<file path="config.mk">
export PLATFORM = sky130hd
export DESIGN_NAME = phase_angle_scr_firing_flat
export DESIGN_NICKNAME = d
export VERILOG_FILES = /design/src/psf_pkg.sv /design/src/psf_if.sv /design/src/psf_lookup.sv /design/src/psf_state.sv /design/src/phase_angle_scr_firing.sv /design/src/flat_wrapper.sv
export SDC_FILE = /design/constraint.sdc
export NUM_CORES = 1
export LEC_CHECK = 0
export ABC_AREA = 1
export BUFFER_PORTS_ARGS = -buffer_cell sky130_fd_sc_hd__buf_2
export CAP_MARGIN = 0
export CORE_ASPECT_RATIO = 0.5
export CORE_MARGIN = 2
export CORE_UTILIZATION = 40
export DETAILED_ROUTE_END_ITERATION = 10
export MAX_ROUTING_LAYER = met4
export SYNTH_ARGS = -nofsm -noshare
export SYNTH_HDL_FRONTEND = slang
export SYNTH_SLANG_ARGS = --single-unit
</file>
<file path="constraint.sdc">
create_clock -name clk_i -period 14.9 [get_ports clk_i]
set_clock_uncertainty 0.05 [all_clocks]
set_input_delay 1.49 -clock clk_i [delete_from_list [all_inputs] [get_ports clk_i]]
set_output_delay 1.49 -clock clk_i [all_outputs]
set_load 0.03 [all_outputs]
</file>
<file path="src/psf_pkg.sv">
// Package for the phase-angle thyristor firing controller.
// Holds field widths, step and register codes, the power-to-delay table and shared structs.
// No dependencies.
`timescale 1ns / 1ps

package psf_pkg;

  localparam int PSF_TABLE_ENTRIES = 60;
  localparam int PSF_TABLE_SLOTS   = 64;

  localparam int PSF_MODE_W   = 2;
  localparam int PSF_MEAS_W   = 18;
  localparam int PSF_DELAY_W  = 14;
  localparam int PSF_WATTS_W  = 11;
  localparam int PSF_PULSE_W  = 10;
  localparam int PSF_REQ_W    = 20;
  localparam int PSF_CFG_IDX_W  = 3;
  localparam int PSF_CFG_DATA_W = 18;

  localparam logic [PSF_DELAY_W-1:0] PSF_NO_FIRE_US  = 14'd10000;
  localparam logic [PSF_DELAY_W-1:0] PSF_MAX_FIRE_US = 14'd8400;

  typedef enum logic [PSF_MODE_W-1:0] {
    PSF_MODE_TICK   = 2'd0,
    PSF_MODE_ZC     = 2'd1,
    PSF_MODE_UPDATE = 2'd2
  } psf_mode_e;

  localparam logic [PSF_CFG_IDX_W-1:0] PSF_CFG_CONTROL_MODE = 3'd0;
  localparam logic [PSF_CFG_IDX_W-1:0] PSF_CFG_POWER_OFFSET = 3'd1;
  localparam logic [PSF_CFG_IDX_W-1:0] PSF_CFG_MANUAL_POWER = 3'd2;
  localparam logic [PSF_CFG_IDX_W-1:0] PSF_CFG_MIN_PANEL    = 3'd3;
  localparam logic [PSF_CFG_IDX_W-1:0] PSF_CFG_PULSE_WIDTH  = 3'd4;

  localparam logic [PSF_WATTS_W-1:0] PSF_WATTS [PSF_TABLE_SLOTS] = '{
    11'd38,   11'd55,   11'd75,   11'd87,   11'd100,  11'd112,  11'd125,  11'd136,
    11'd150,  11'd168,  11'd175,  11'd187,  11'd200,  11'd215,  11'd225,  11'd240,
    11'd250,  11'd263,  11'd275,  11'd288,  11'd300,  11'd313,  11'd325,  11'd338,
    11'd350,  11'd362,  11'd375,  11'd387,  11'd400,  11'd412,  11'd425,  11'd437,
    11'd450,  11'd462,  11'd475,  11'd500,  11'd525,  11'd550,  11'd575,  11'd600,
    11'd625,  11'd650,  11'd675,  11'd700,  11'd750,  11'd800,  11'd850,  11'd900,
    11'd950,  11'd1000, 11'd1050, 11'd1100, 11'd1150, 11'd1200, 11'd1250, 11'd1300,
    11'd1350, 11'd1400, 11'd1450, 11'd1500, 11'd1500, 11'd1500, 11'd1500, 11'd1500
  };

  localparam logic [PSF_DELAY_W-1:0] PSF_DELAYS [PSF_TABLE_SLOTS] = '{
    14'd8400, 14'd8188, 14'd7980, 14'd7872, 14'd7760, 14'd7674, 14'd7575, 14'd7500,
    14'd7410, 14'd7300, 14'd7260, 14'd7190, 14'd7120, 14'd7040, 14'd6990, 14'd6915,
    14'd6865, 14'd6805, 14'd6748, 14'd6690, 14'd6637, 14'd6581, 14'd6530, 14'd6475,
    14'd6425, 14'd6375, 14'd6325, 14'd6275, 14'd6225, 14'd6178, 14'd6130, 14'd6083,
    14'd6035, 14'd5990, 14'd5945, 14'd5853, 14'd5765, 14'd5678, 14'd5590, 14'd5505,
    14'd5420, 14'd5335, 14'd5250, 14'd5167, 14'd4999, 14'd4833, 14'd4665, 14'd4495,
    14'd4323, 14'd4145, 14'd3965, 14'd3775, 14'd3575, 14'd3365, 14'd3135, 14'd2880,
    14'd2590, 14'd2240, 14'd1755, 14'd350,  14'd350,  14'd350,  14'd350,  14'd350
  };

  typedef struct packed {
    logic                      control_mode;
    logic [PSF_WATTS_W-1:0]    power_offset_w;
    logic [PSF_WATTS_W-1:0]    manual_power_w;
    logic [PSF_MEAS_W-1:0]     min_panel_power_dw;
    logic [PSF_PULSE_W-1:0]    pulse_width_us;
  } psf_cfg_t;

  typedef struct packed {
    logic                   gate;
    logic [PSF_DELAY_W-1:0] delay_us;
    logic                   timer_running;
  } psf_res_t;

endpackage

</file>
<file path="src/psf_if.sv">
// Handshake interfaces for the firing controller: input words, result words, register writes.
// Depends on psf_pkg for field widths.
`timescale 1ns / 1ps

interface psf_in_if import psf_pkg::*; ();
  logic                  valid;
  logic                  ready;
  logic [PSF_MODE_W-1:0] mode;
  logic [PSF_MEAS_W-1:0] measured_power_dw;

  modport source (output valid, mode, measured_power_dw, input ready);
  modport sink   (input valid, mode, measured_power_dw, output ready);
endinterface

interface psf_out_if import psf_pkg::*; ();
  logic                   valid;
  logic                   ready;
  logic                   gate;
  logic [PSF_DELAY_W-1:0] delay_us;
  logic                   timer_running;

  modport source (output valid, gate, delay_us, timer_running, input ready);
  modport sink   (input valid, gate, delay_us, timer_running, output ready);
endinterface

interface psf_cfg_if import psf_pkg::*; ();
  logic                      valid;
  logic                      ready;
  logic [PSF_CFG_IDX_W-1:0]  index;
  logic [PSF_CFG_DATA_W-1:0] data;

  modport source (output valid, index, data, input ready);
  modport sink   (input valid, index, data, output ready);
endinterface

</file>
<file path="src/psf_lookup.sv">
// Requested-power calculation and power-to-delay table search.
// Depends on psf_pkg for the table and the configuration struct.
`timescale 1ns / 1ps

module psf_lookup import psf_pkg::*; #(
  parameter int TableEntries = PSF_TABLE_ENTRIES
) (
  input  psf_cfg_t               cfg_i,
  input  logic [PSF_MEAS_W-1:0]  meas_i,
  output logic [PSF_DELAY_W-1:0] delay_o
);

  logic signed [PSF_REQ_W-1:0] offset_dw;
  logic signed [PSF_REQ_W-1:0] auto_req;
  logic signed [PSF_REQ_W-1:0] manual_req;
  logic signed [PSF_REQ_W-1:0] request;
  logic                        inhibit;
  logic [PSF_DELAY_W-1:0]      table_delay;

  assign offset_dw  = $signed({{(PSF_REQ_W-PSF_WATTS_W){cfg_i.power_offset_w[PSF_WATTS_W-1]}},
                               cfg_i.power_offset_w}) * $signed(20'sd10);
  assign auto_req   = offset_dw + $signed({{(PSF_REQ_W-PSF_MEAS_W){1'b0}}, meas_i});
  assign manual_req = $signed({{(PSF_REQ_W-PSF_WATTS_W){1'b0}}, cfg_i.manual_power_w})
                      * $signed(20'sd10);

  assign request = cfg_i.control_mode ? manual_req : auto_req;
  assign inhibit = cfg_i.control_mode ? (cfg_i.manual_power_w == '0)
                                      : (meas_i < cfg_i.min_panel_power_dw);

  // Priority search: the first entry whose power covers the request wins.
  always_comb begin
    logic                   found;
    logic [PSF_DELAY_W-1:0] watts_dw;
    found       = 1'b0;
    watts_dw    = '0;
    table_delay = PSF_DELAYS[0];
    for (int i = 0; i < TableEntries; i++) begin
      watts_dw = PSF_DELAY_W'(PSF_WATTS[i] * 10);
      if (!found && (request <= $signed({{(PSF_REQ_W-PSF_DELAY_W){1'b0}}, watts_dw}))) begin
        found       = 1'b1;
        table_delay = PSF_DELAYS[i];
      end
    end
  end

  assign delay_o = inhibit ? PSF_NO_FIRE_US : table_delay;

endmodule

</file>
<file path="src/psf_state.sv">
// Firing state: delay register, zero-crossing countdown and gate pulse counter.
// Depends on psf_pkg; takes the new delay from psf_lookup.
`timescale 1ns / 1ps

module psf_state import psf_pkg::*; (
  input  logic                   clk_i,
  input  logic                   rst_ni,
  input  logic                   step_i,
  input  logic [PSF_MODE_W-1:0]  mode_i,
  input  logic [PSF_DELAY_W-1:0] new_delay_i,
  input  logic [PSF_PULSE_W-1:0] pulse_width_i,
  output psf_res_t               res_o
);

  logic [PSF_DELAY_W-1:0] delay_q, delay_d;
  logic [PSF_DELAY_W-1:0] count_q, count_d;
  logic                   armed_q, armed_d;
  logic [PSF_PULSE_W-1:0] pulse_q, pulse_d;
  logic [PSF_DELAY_W-1:0] count_dec;

  assign count_dec = (count_q != '0) ? count_q - 1'b1 : count_q;

  always_comb begin
    delay_d = delay_q;
    count_d = count_q;
    armed_d = armed_q;
    pulse_d = pulse_q;
    if (step_i) begin
      case (mode_i)
        PSF_MODE_TICK: begin
          if (pulse_q != '0) pulse_d = pulse_q - 1'b1;
          if (armed_q) begin
            count_d = count_dec;
            // The countdown expires on the tick that brings it to zero.
            if (count_dec == '0) begin
              armed_d = 1'b0;
              if (delay_q != PSF_NO_FIRE_US) begin
                if (delay_q > PSF_MAX_FIRE_US) delay_d = PSF_MAX_FIRE_US;
                pulse_d = pulse_width_i;
              end
            end
          end
        end
        PSF_MODE_ZC: begin
          count_d = delay_q;
          armed_d = 1'b1;
        end
        PSF_MODE_UPDATE: begin
          delay_d = new_delay_i;
        end
        default: begin
        end
      endcase
    end
  end

  always_ff @(posedge clk_i or negedge rst_ni) begin
    if (!rst_ni) begin
      delay_q <= PSF_NO_FIRE_US;
      count_q <= '0;
      armed_q <= 1'b0;
      pulse_q <= '0;
    end else begin
      delay_q <= delay_d;
      count_q <= count_d;
      armed_q <= armed_d;
      pulse_q <= pulse_d;
    end
  end

  assign res_o.gate          = (pulse_q != '0);
  assign res_o.delay_us      = delay_q;
  assign res_o.timer_running = armed_q;

  a_delay_legal: assert property (@(posedge clk_i) disable iff (!rst_ni)
    (delay_q == PSF_NO_FIRE_US) || (delay_q <= PSF_MAX_FIRE_US))
    else $error("firing delay left the legal range");

  a_zc_arms: assert property (@(posedge clk_i) disable iff (!rst_ni)
    (step_i && (mode_i == PSF_MODE_ZC)) |=> armed_q && (count_q == $past(delay_q)))
    else $error("zero crossing did not arm the countdown");

  a_idle_holds: assert property (@(posedge clk_i) disable iff (!rst_ni)
    !step_i |=> $stable(delay_q) && $stable(count_q) && $stable(armed_q) && $stable(pulse_q))
    else $error("state changed without a step");

  a_update_keeps_timer: assert property (@(posedge clk_i) disable iff (!rst_ni)
    (step_i && (mode_i == PSF_MODE_UPDATE)) |=> $stable(count_q) && $stable(armed_q))
    else $error("power update disturbed the countdown");

endmodule

</file>
<file path="src/phase_angle_scr_firing.sv">
// Top level of the phase-angle thyristor firing controller.
// Depends on psf_pkg, the psf interfaces, psf_lookup and psf_state.
`timescale 1ns / 1ps

//  Channel  Modport  Word                                   Handshake
//  in_i     sink     mode, measured_power_dw                valid/ready
//  res_o    source   gate, delay_us, timer_running          valid/ready
//  cfg_i    sink     index, data (register write)           valid/ready, always ready
//
//  One word is accepted per cycle unless results stall; its result is set by the
//  input register followed by the state registers, which also hold the result word.
//  Reset loads the register defaults, a no-fire delay and an idle countdown.
//  A stalled result holds the state; the input register still takes one more word.

module phase_angle_scr_firing import psf_pkg::*; #(
  parameter int TableEntries = PSF_TABLE_ENTRIES
) (
  input  logic  clk_i,
  input  logic  rst_ni,
  psf_in_if.sink    in_i,
  psf_out_if.source res_o,
  psf_cfg_if.sink   cfg_i
);

  psf_cfg_t               cfg_q;
  logic                   in_valid_q, in_valid_d;
  logic [PSF_MODE_W-1:0]  in_mode_q;
  logic [PSF_MEAS_W-1:0]  in_meas_q;
  logic                   out_valid_q, out_valid_d;
  logic                   advance;
  logic                   step;
  logic                   in_accept;
  logic [PSF_DELAY_W-1:0] new_delay;
  psf_res_t               res;

  // Configuration registers.
  assign cfg_i.ready = 1'b1;

  always_ff @(posedge clk_i or negedge rst_ni) begin
    if (!rst_ni) begin
      cfg_q.control_mode       <= 1'b0;
      cfg_q.power_offset_w     <= '0;
      cfg_q.manual_power_w     <= '0;
      cfg_q.min_panel_power_dw <= PSF_MEAS_W'(500);
      cfg_q.pulse_width_us     <= PSF_PULSE_W'(30);
    end else if (cfg_i.valid) begin
      case (cfg_i.index)
        PSF_CFG_CONTROL_MODE: cfg_q.control_mode       <= cfg_i.data[0];
        PSF_CFG_POWER_OFFSET: cfg_q.power_offset_w     <= cfg_i.data[PSF_WATTS_W-1:0];
        PSF_CFG_MANUAL_POWER: cfg_q.manual_power_w     <= cfg_i.data[PSF_WATTS_W-1:0];
        PSF_CFG_MIN_PANEL:    cfg_q.min_panel_power_dw <= cfg_i.data[PSF_MEAS_W-1:0];
        PSF_CFG_PULSE_WIDTH:  cfg_q.pulse_width_us     <= cfg_i.data[PSF_PULSE_W-1:0];
        default: begin
        end
      endcase
    end
  end

  // The state advances only when the result slot is free or being emptied.
  assign advance     = !out_valid_q || res_o.ready;
  assign in_i.ready  = !in_valid_q || advance;
  assign in_accept   = in_i.valid && in_i.ready;
  assign step        = in_valid_q && advance;
  assign in_valid_d  = in_accept ? 1'b1 : (step ? 1'b0 : in_valid_q);
  assign out_valid_d = step ? 1'b1 : (res_o.ready ? 1'b0 : out_valid_q);

  always_ff @(posedge clk_i or negedge rst_ni) begin
    if (!rst_ni) begin
      in_valid_q  <= 1'b0;
      out_valid_q <= 1'b0;
    end else begin
      in_valid_q  <= in_valid_d;
      out_valid_q <= out_valid_d;
    end
  end

  always_ff @(posedge clk_i) begin
    if (in_accept) begin
      in_mode_q <= in_i.mode;
      in_meas_q <= in_i.measured_power_dw;
    end
  end

  psf_lookup #(
    .TableEntries (TableEntries)
  ) u_lookup (
    .cfg_i   (cfg_q),
    .meas_i  (in_meas_q),
    .delay_o (new_delay)
  );

  psf_state u_state (
    .clk_i         (clk_i),
    .rst_ni        (rst_ni),
    .step_i        (step),
    .mode_i        (in_mode_q),
    .new_delay_i   (new_delay),
    .pulse_width_i (cfg_q.pulse_width_us),
    .res_o         (res)
  );

  assign res_o.valid         = out_valid_q;
  assign res_o.gate          = res.gate;
  assign res_o.delay_us      = res.delay_us;
  assign res_o.timer_running = res.timer_running;

  a_step_fills_out: assert property (@(posedge clk_i) disable iff (!rst_ni)
    step |=> out_valid_q)
    else $error("processed word produced no result");

  a_stall_keeps_input: assert property (@(posedge clk_i) disable iff (!rst_ni)
    (in_valid_q && !advance) |=> in_valid_q && $stable(in_mode_q) && $stable(in_meas_q))
    else $error("pending input word lost during a stall");

  a_no_step_when_full: assert property (@(posedge clk_i) disable iff (!rst_ni)
    (out_valid_q && !res_o.ready) |-> !step)
    else $error("state advanced over an untaken result");

endmodule

</file>
<file path="src/flat_wrapper.sv">
// flat-port wrapper written by rule: the top's interface ports become plain ports
module phase_angle_scr_firing_flat import psf_pkg::*;
#(
  parameter int TableEntries = PSF_TABLE_ENTRIES
)
  (clk_i, rst_ni, in_i_valid, in_i_mode, in_i_measured_power_dw, in_i_ready, res_o_valid, res_o_gate, res_o_delay_us, res_o_timer_running, res_o_ready, cfg_i_valid, cfg_i_index, cfg_i_data, cfg_i_ready);
  psf_in_if in_i_i ();
  psf_out_if res_o_i ();
  psf_cfg_if cfg_i_i ();
  input  logic clk_i;
  input  logic rst_ni;
  input wire logic [$bits(in_i_i.valid)-1:0] in_i_valid;
  input wire logic [$bits(in_i_i.mode)-1:0] in_i_mode;
  input wire logic [$bits(in_i_i.measured_power_dw)-1:0] in_i_measured_power_dw;
  output wire logic [$bits(in_i_i.ready)-1:0] in_i_ready;
  output wire logic [$bits(res_o_i.valid)-1:0] res_o_valid;
  output wire logic [$bits(res_o_i.gate)-1:0] res_o_gate;
  output wire logic [$bits(res_o_i.delay_us)-1:0] res_o_delay_us;
  output wire logic [$bits(res_o_i.timer_running)-1:0] res_o_timer_running;
  input wire logic [$bits(res_o_i.ready)-1:0] res_o_ready;
  input wire logic [$bits(cfg_i_i.valid)-1:0] cfg_i_valid;
  input wire logic [$bits(cfg_i_i.index)-1:0] cfg_i_index;
  input wire logic [$bits(cfg_i_i.data)-1:0] cfg_i_data;
  output wire logic [$bits(cfg_i_i.ready)-1:0] cfg_i_ready;
  assign in_i_i.valid = in_i_valid;
  assign in_i_i.mode = in_i_mode;
  assign in_i_i.measured_power_dw = in_i_measured_power_dw;
  assign in_i_ready = in_i_i.ready;
  assign res_o_valid = res_o_i.valid;
  assign res_o_gate = res_o_i.gate;
  assign res_o_delay_us = res_o_i.delay_us;
  assign res_o_timer_running = res_o_i.timer_running;
  assign res_o_i.ready = res_o_ready;
  assign cfg_i_i.valid = cfg_i_valid;
  assign cfg_i_i.index = cfg_i_index;
  assign cfg_i_i.data = cfg_i_data;
  assign cfg_i_ready = cfg_i_i.ready;
  phase_angle_scr_firing #(.TableEntries(TableEntries)) u_core (.clk_i(clk_i), .rst_ni(rst_ni), .in_i(in_i_i), .res_o(res_o_i), .cfg_i(cfg_i_i));
endmodule
</file>
==> out/metrics.cfg, run 1 <==
[clock_tree]
holdBufCountCts = 0
post-cts-setup-buffers = 0
clock_path_buffers = 2
cts_tree = done
clkTransAtPathRegs_ps = 90
cts_sinks = 112
post_cts_resized = 0
cts_buffers = 9
clk_latency_ps = 390
htreeDepth = 3
clockRootBuffer = clkbuf_16

[synthesis]
syn-num-nets = 2105
yosys.area_share.simple_pct = 39.8
synth_cells = 1980
yosys_warnings = 0
synth_adder_area_share_pct = 8.16
synth-async-reset-ratio_pct = 82.1
synth_edf_count = 20
synth_cell_types = 72
ys_seq_area_share_pct = 23.6
synth.mux.area_fraction_pct = 0
netlist_area_um2 = 12400
synth_flop_cell = dfrtp_1
ys_seq_elements = 112
synth_top_family_by_area = simple AND/OR/NAND/NOR gates
synth_area_per_cell_um2 = 6.26
synthXorXnorAreaFrac_pct = 0.990
synth_compound_gate_area_share_pct = 15.5

[power_and_ir_drop]
clkPwrFrac_pct = 9.1
p_sw_share_pct = 63.1
pwr-share-comb_pct = 74.4
p_per_area_nw_per_um2 = 222
sequentialPowerShare_pct = 16.5
p_int_w = 0.00109
ir_worst_vdd_v = 0.0000763
leakagePower_nw = 6.77
p_switching_w = 0.00187

[placement]
preCtsSetupSlack_ps = 8130
dp_hpwl_mm = 39.7
place_congestion = 1.07
portBuffers = 63

[critical_path]
crit_arrival_ps = 7120
worstPathMaxFanout = 52
start_kind = register
max_stage_delay_ps = 550
worstPathRequired_ps = 15100
crit_path_frequent_cell = nand2_1
critical-path-slowest-cell = nand3_4
r2r_start = u_core.cfg_q[40]$_DFFE_PN0P_
worst-setup-path-type = register to register
r2r_setup_slack_ps = 7980
crit_path_end_kind = register
crit_path_start = u_core.cfg_q[40]$_DFFE_PN0P_

[timing]
setup_ws_ps = 7980
fmax_mhz = 144
finalCriticalPeriod_ps = 6920
report.final.slew_viol_count = 0
finalSetupViolCount = 0
slew_headroom_pct = 26.6
fin_crit_sh_pct = 46.5
final_hold_viol_count = 0
worstMarginPinSlew_ps = 1100
setup_tns_ps = 0
rsz0062_at_grt = false

[final_layout]
area_growth_pct = 7.77
nNetsFinal = 2145
final_core_util_pct = 43.9
drive_gt1_share_pct = 10.9

[detailed_routing]
antenna_left = 0
drt_wl_total_mm = 48.7
drt-vias-per-instance = 5.65
vias = 13693
drc = 0
routedWlPerCell_um = 20.1
first_pass_iters = 8
drt_iter0_drc = 1607

[global_route]
grt_usage_pct = 31.4
grt_max_degree = 63
antenna_found_initial = 1
grt_first_pass_wirelength_mm = 75.0
grt_overflow = 0
grt_pass1_vias = 12823

[status]
status = finished clean

[die]
core.rowCount = 45
dieWidth_um = 253
initial_utilization_pct = 40.7
core_um2 = 30400
die_h_um = 128
dieArea_um2 = 32500
io_pins = 65

[worst_hold_path]
hold_path.class = register to register
min_from = u_core.cfg_q[11]$_DFFE_PN0P_

[run]
maxCapViolCount = 0

critical path, delay by kind of cell, from the launching register on:
kind,cells,cell delay [ps]
xor gates and xnor gates,1,250
and+or+nand+nor,25,3510
buffers and inverters,3,150
DFF,1,430
adders and majority gates,4,1160
AOI/OAI and AO/OA,7,1220
worst paths after layout:
check	to	cells past startpoint
max	u_core.u_state.delay_q[0]$_DFFE_PN0P_	40
min	u_core.cfg_q[11]$_DFFE_PN0P_	2
max reg2reg	u_core.u_state.delay_q[0]$_DFFE_PN0P_	40
min reg2reg	u_core.cfg_q[11]$_DFFE_PN0P_	2
max in group asynchronous	u_core.cfg_q[22]$_DFFE_PN0P_	2
min in group asynchronous	u_core.u_state.count_q[1]$_DFFE_PN0P_	1
sequential cells by signal (all words and copies together) (netlist names):
register                count
u_core.cfg_q               51
u_core.in_meas_q           18
u_core.u_state.count_q     14
u_core.u_state.delay_q     14
u_core.u_state.pulse_q     10
u_core.in_mode_q            2
u_core.in_valid_q           1
u_core.res_o.valid          1
u_core.u_state.armed_q      1
routing by layer:
metal	GRT usage (%)	vias up	share of wire (%)
li1	-	6630	-
met3	8.27	111	9.5
met1	42.8	6324	47
met5	-	-	0
met4	9.82	0	3.1
met2	44.9	628	40
logic make-up after synthesis:
kind of cell	after synthesis
XOR/XNOR	14
buffers and inverters	375
other	1
AND/OR/NAND/NOR	1071
adder cells (fa/ha/maj)	79
AO/OA/AOI/OAI	328
flip-flops	112
placed cells by master (no fill, tap or decap), types with 4 or more instances in the layout:
master and n:
nor2_2 16, nand4_1 57, nand3_2 8, o22ai_1 5, dfstp_2 15, nor2_1 238, o31ai_1 7, nand3_1 152
o211ai_1 21, nand2_2 22, or2_1 4, o21ai_0 121, xor2_1 13, inv_1 300, nor2_4 9, nor4_1 17
edfxtp_1 20, nand3b_1 7, buf_2 62, a31oi_1 18, o21ai_1 18, nor3_1 49, o21a_1 9, a21oi_1 96
dfrtp_1 77, ha_1 76, nand2_1 458, clkbuf_16 9, a211oi_1 4, inv_2 33, and3_1 6, nor3_2 7
nand2_4 7, buf_4 6
cells in the mapped netlist (all sizes together) (15+ instances only):
cell type,n,area (µm²)
nor2,265,1130
dfrtp,77,1930
nand4,57,357
a21oi,100,523
o21ai,141,721
nor3,57,332
edfxtp,20,601
ha,76,951
buf,22,150
o211ai,22,170
nand2,487,1940
a31oi,18,113
dfstp,15,394
nand3,162,876
inv,333,1250
clkbuf,17,63.8
nor4,19,131
metrics by stage:
step,power [W],instances,hold WS (ps),instance area (µm²)
after CTS,0.00289,2424,449,13300
final,0.00296,2425,442,13300
after floorplan,0.00196,1980,403,12400
after global placement,0.00267,2408,419,13000
after detailed placement,0.00260,2408,427,13000
after global routing,0.00317,2425,462,13300
layout make-up:
| class | instances | area, µm² |
|---|---|---|
| antenna | 1 | 2.50 |
| clock buffer | 9 | 225 |
| clock inverter | 7 | 93.8 |
| fill | 3350 | 17100 |
| inverter | 336 | 1260 |
| multi-input combinational | 1493 | 7990 |
| sequential | 112 | 2920 |
| tap | 399 | 499 |
| timing repair buffer | 68 | 355 |
power by group through the flow:
| stage | Combinational, W | Sequential (W) | Clock (W) |
|---|---|---|---|
| after global routing | 0.00238 | 0.000501 | 0.000289 |
| final | 0.00220 | 0.000490 | 0.000269 |
| after detailed placement | 0.00211 | 0.000494 | 0 |
| after floorplan | 0.00145 | 0.000505 | 0 |
| after CTS | 0.00212 | 0.000489 | 0.000277 |
| after global placement | 0.00218 | 0.000494 | 0 |
Note: power is estimated with default switching activity, not from simulation.
==> run 2: changes to the inputs <==
==> constraint.sdc (replaced) <==
create_clock -name clk_i -period 7.2 [get_ports clk_i]
set_clock_uncertainty 0.05 [all_clocks]
set_input_delay 0.72 -clock clk_i [delete_from_list [all_inputs] [get_ports clk_i]]
set_output_delay 0.72 -clock clk_i [all_outputs]
set_load 0.03 [all_outputs]
==> run 2 against run 1 <==
Net effect:
- maximum frequency rose by 5.7%
- clock power up 100%
- routed wire length is 1.7% lower
- die area stayed put
==> out/metrics.cfg, run 2 (same netlist as run 1, synthesis figures left out) <==
[clock_tree]
cts_sinks = 112
holdBufCountCts = 0
cts_buffers = 9
htreeDepth = 3
clock_path_buffers = 2
clk_latency_ps = 400
post-cts-setup-buffers = 0
clockRootBuffer = clkbuf_16
cts_tree = done
clkTransAtPathRegs_ps = 90

[die]
initial_utilization_pct = 40.7
die_h_um = 128
dieArea_um2 = 32500
core_um2 = 30400
io_pins = 65
core.rowCount = 45
dieWidth_um = 253

[final_layout]
top_regs = u_core.cfg_q: 51 flops, u_core.in_meas_q: 18 flops
drive_gt1_share_pct = 11.4
largest_reg_flops = 51
area_growth_pct = 8.66
largest_register = u_core.cfg_q
nNetsFinal = 2155
layout_commonest_cell = nand2_1
layout_common_cells = nand2_1 (458), inv_1 (300), nor2_1 (238), nand3_1 (152), o21ai_0 (120)

[placement]
portBuffers = 63
place_congestion = 1.06
dp_hpwl_mm = 39.0

[critical_path]
critical-path-slowest-cell = dfrtp_1
crit_family = simple AND/OR/NAND/NOR gates
crit_buf_inv = 6
crit_path_end_kind = register
worstPathMaxFanout = 18
start_kind = register
crit_path_start = u_core.cfg_q[40]$_DFFE_PN0P_
r2r_start = u_core.cfg_q[40]$_DFFE_PN0P_
reg2reg_to = u_core.u_state.delay_q[9]$_DFFE_PN1P_
crit_arrival_ps = 6790
cp.depth = 38
max_stage_delay_ps = 450
crit_path_frequent_cell = nand2_1
r2r_cells = 38
r2r_setup_slack_ps = 650
worstSetupEndpoint = u_core.u_state.delay_q[9]$_DFFE_PN1P_
worstPathRequired_ps = 7440
worst-setup-path-type = register to register

[global_route]
grt_max_degree = 66
grt_use_met1_pct = 41.4
top_usage_layer = met2
grtUsageMet2_pct = 44.7
grt_pass1_vias = 12722
gr-usage-met3_pct = 7.49
grt_first_pass_wirelength_mm = 73.5
grt_usage_pct = 30.6
grt_overflow = 0
antenna_found_initial = 1

[power_and_ir_drop]
ir_worst_vdd_v = 0.000144
p_per_area_nw_per_um2 = 453
leakagePower_nw = 6.83

[timing]
finalCriticalPeriod_ps = 6550
fmax_mhz = 153
report.final.slew_viol_count = 0
worstMarginPinSlew_ps = 1160
fin_crit_sh_pct = 91.0
finalSetupViolCount = 0
slew_headroom_pct = 22.6
final_hold_viol_count = 0
setup_tns_ps = 0
holdWs_ps = 188

[worst_hold_path]
hold_path.class = input port to async pin

[detailed_routing]
antenna_left = 0
first_pass_iters = 7
drt_wl_total_mm = 47.9
drt-vias-per-instance = 5.58
drt_iter0_drc = 1652
routedWlPerCell_um = 19.7
vias = 13594
drc = 0

[status]
status = finished clean

[run]
maxCapViolCount = 0

-- run 2: what timing repair did --
action,CTS,global route
setup endpoints to repair,0,12
hold endpoints to repair,0,0
gates resized for setup,0,8
-- run 2: report_power, final --
part	total, W	switching (W)	internal [W]	leakage (nW)
sequential	0.00101	0.000180	0.000834	1.29
clock	0.000537	0.000289	0.000248	0.147
combinational	0.00454	0.00334	0.00121	5.39
total	0.00610	0.00381	0.00229	6.83
-- run 2: cell type report --
| cell class | count | area [µm²] |
|---|---|---|
| repair buffers | 78 | 434 |
| clock inverters | 7 | 86.3 |
| flip-flops and latches | 112 | 2920 |
| well taps | 399 | 499 |
| inverters | 336 | 1260 |
| diodes | 1 | 2.50 |
| fillers | 3335 | 16900 |
| clock buffers | 9 | 225 |
| multi-input cells | 1493 | 8020 |
-- run 2: per-stage QoR --
step	cells	power, W	util, %	instance area, µm²	setup WS [ps]
6_report	2435	0.00610	44.3	13500	649
5_1_grt	2435	0.00655	44.3	13500	-16.7
4_1_cts	2434	0.00592	44.1	13400	466
3_5_place_dp	2418	0.00536	43.1	13100	509
3_3_place_gp	2418	0.00549	43.1	13100	458
2_1_floorplan	1980	0.00405	-	12400	1920
-- run 2: worst reg2reg max path: cells and delay by family, from the launching register on --
kind | cells | cell delay [ps]
adders and majority gates | 4 | 1180
buffers and inverters | 6 | 670
xor gates and xnor gates | 1 | 240
AOI/OAI and AO/OA | 7 | 1520
DFF | 1 | 450
and+or+nand+nor | 20 | 2350
-- run 2: routing by layer --
layer  vias to the layer above  wire (µm)
met5                         -          0
met4                         0       1640
met3                       126       4300
met2                       661      19600
met1                      6175      22300
li1                       6632          -
-- run 2: worst min-delay path by stage --
stage                                                 end  cells after the start                         start  slack (ps)
floorplan                     u_core.cfg_q[0]$_DFFE_PN0P_                      0                        rst_ni         370
CTS                 u_core.u_state.count_q[1]$_DFFE_PN0P_                      1                        rst_ni         190
detailed placement           u_core.cfg_q[20]$_DFFE_PN0P_                      2  u_core.cfg_q[20]$_DFFE_PN0P_         420
global placement             u_core.cfg_q[10]$_DFFE_PN0P_                      2  u_core.cfg_q[10]$_DFFE_PN0P_         420
global route        u_core.u_state.count_q[1]$_DFFE_PN0P_                      1                        rst_ni         200
finish              u_core.u_state.count_q[2]$_DFFE_PN0P_                      1                        rst_ni         190
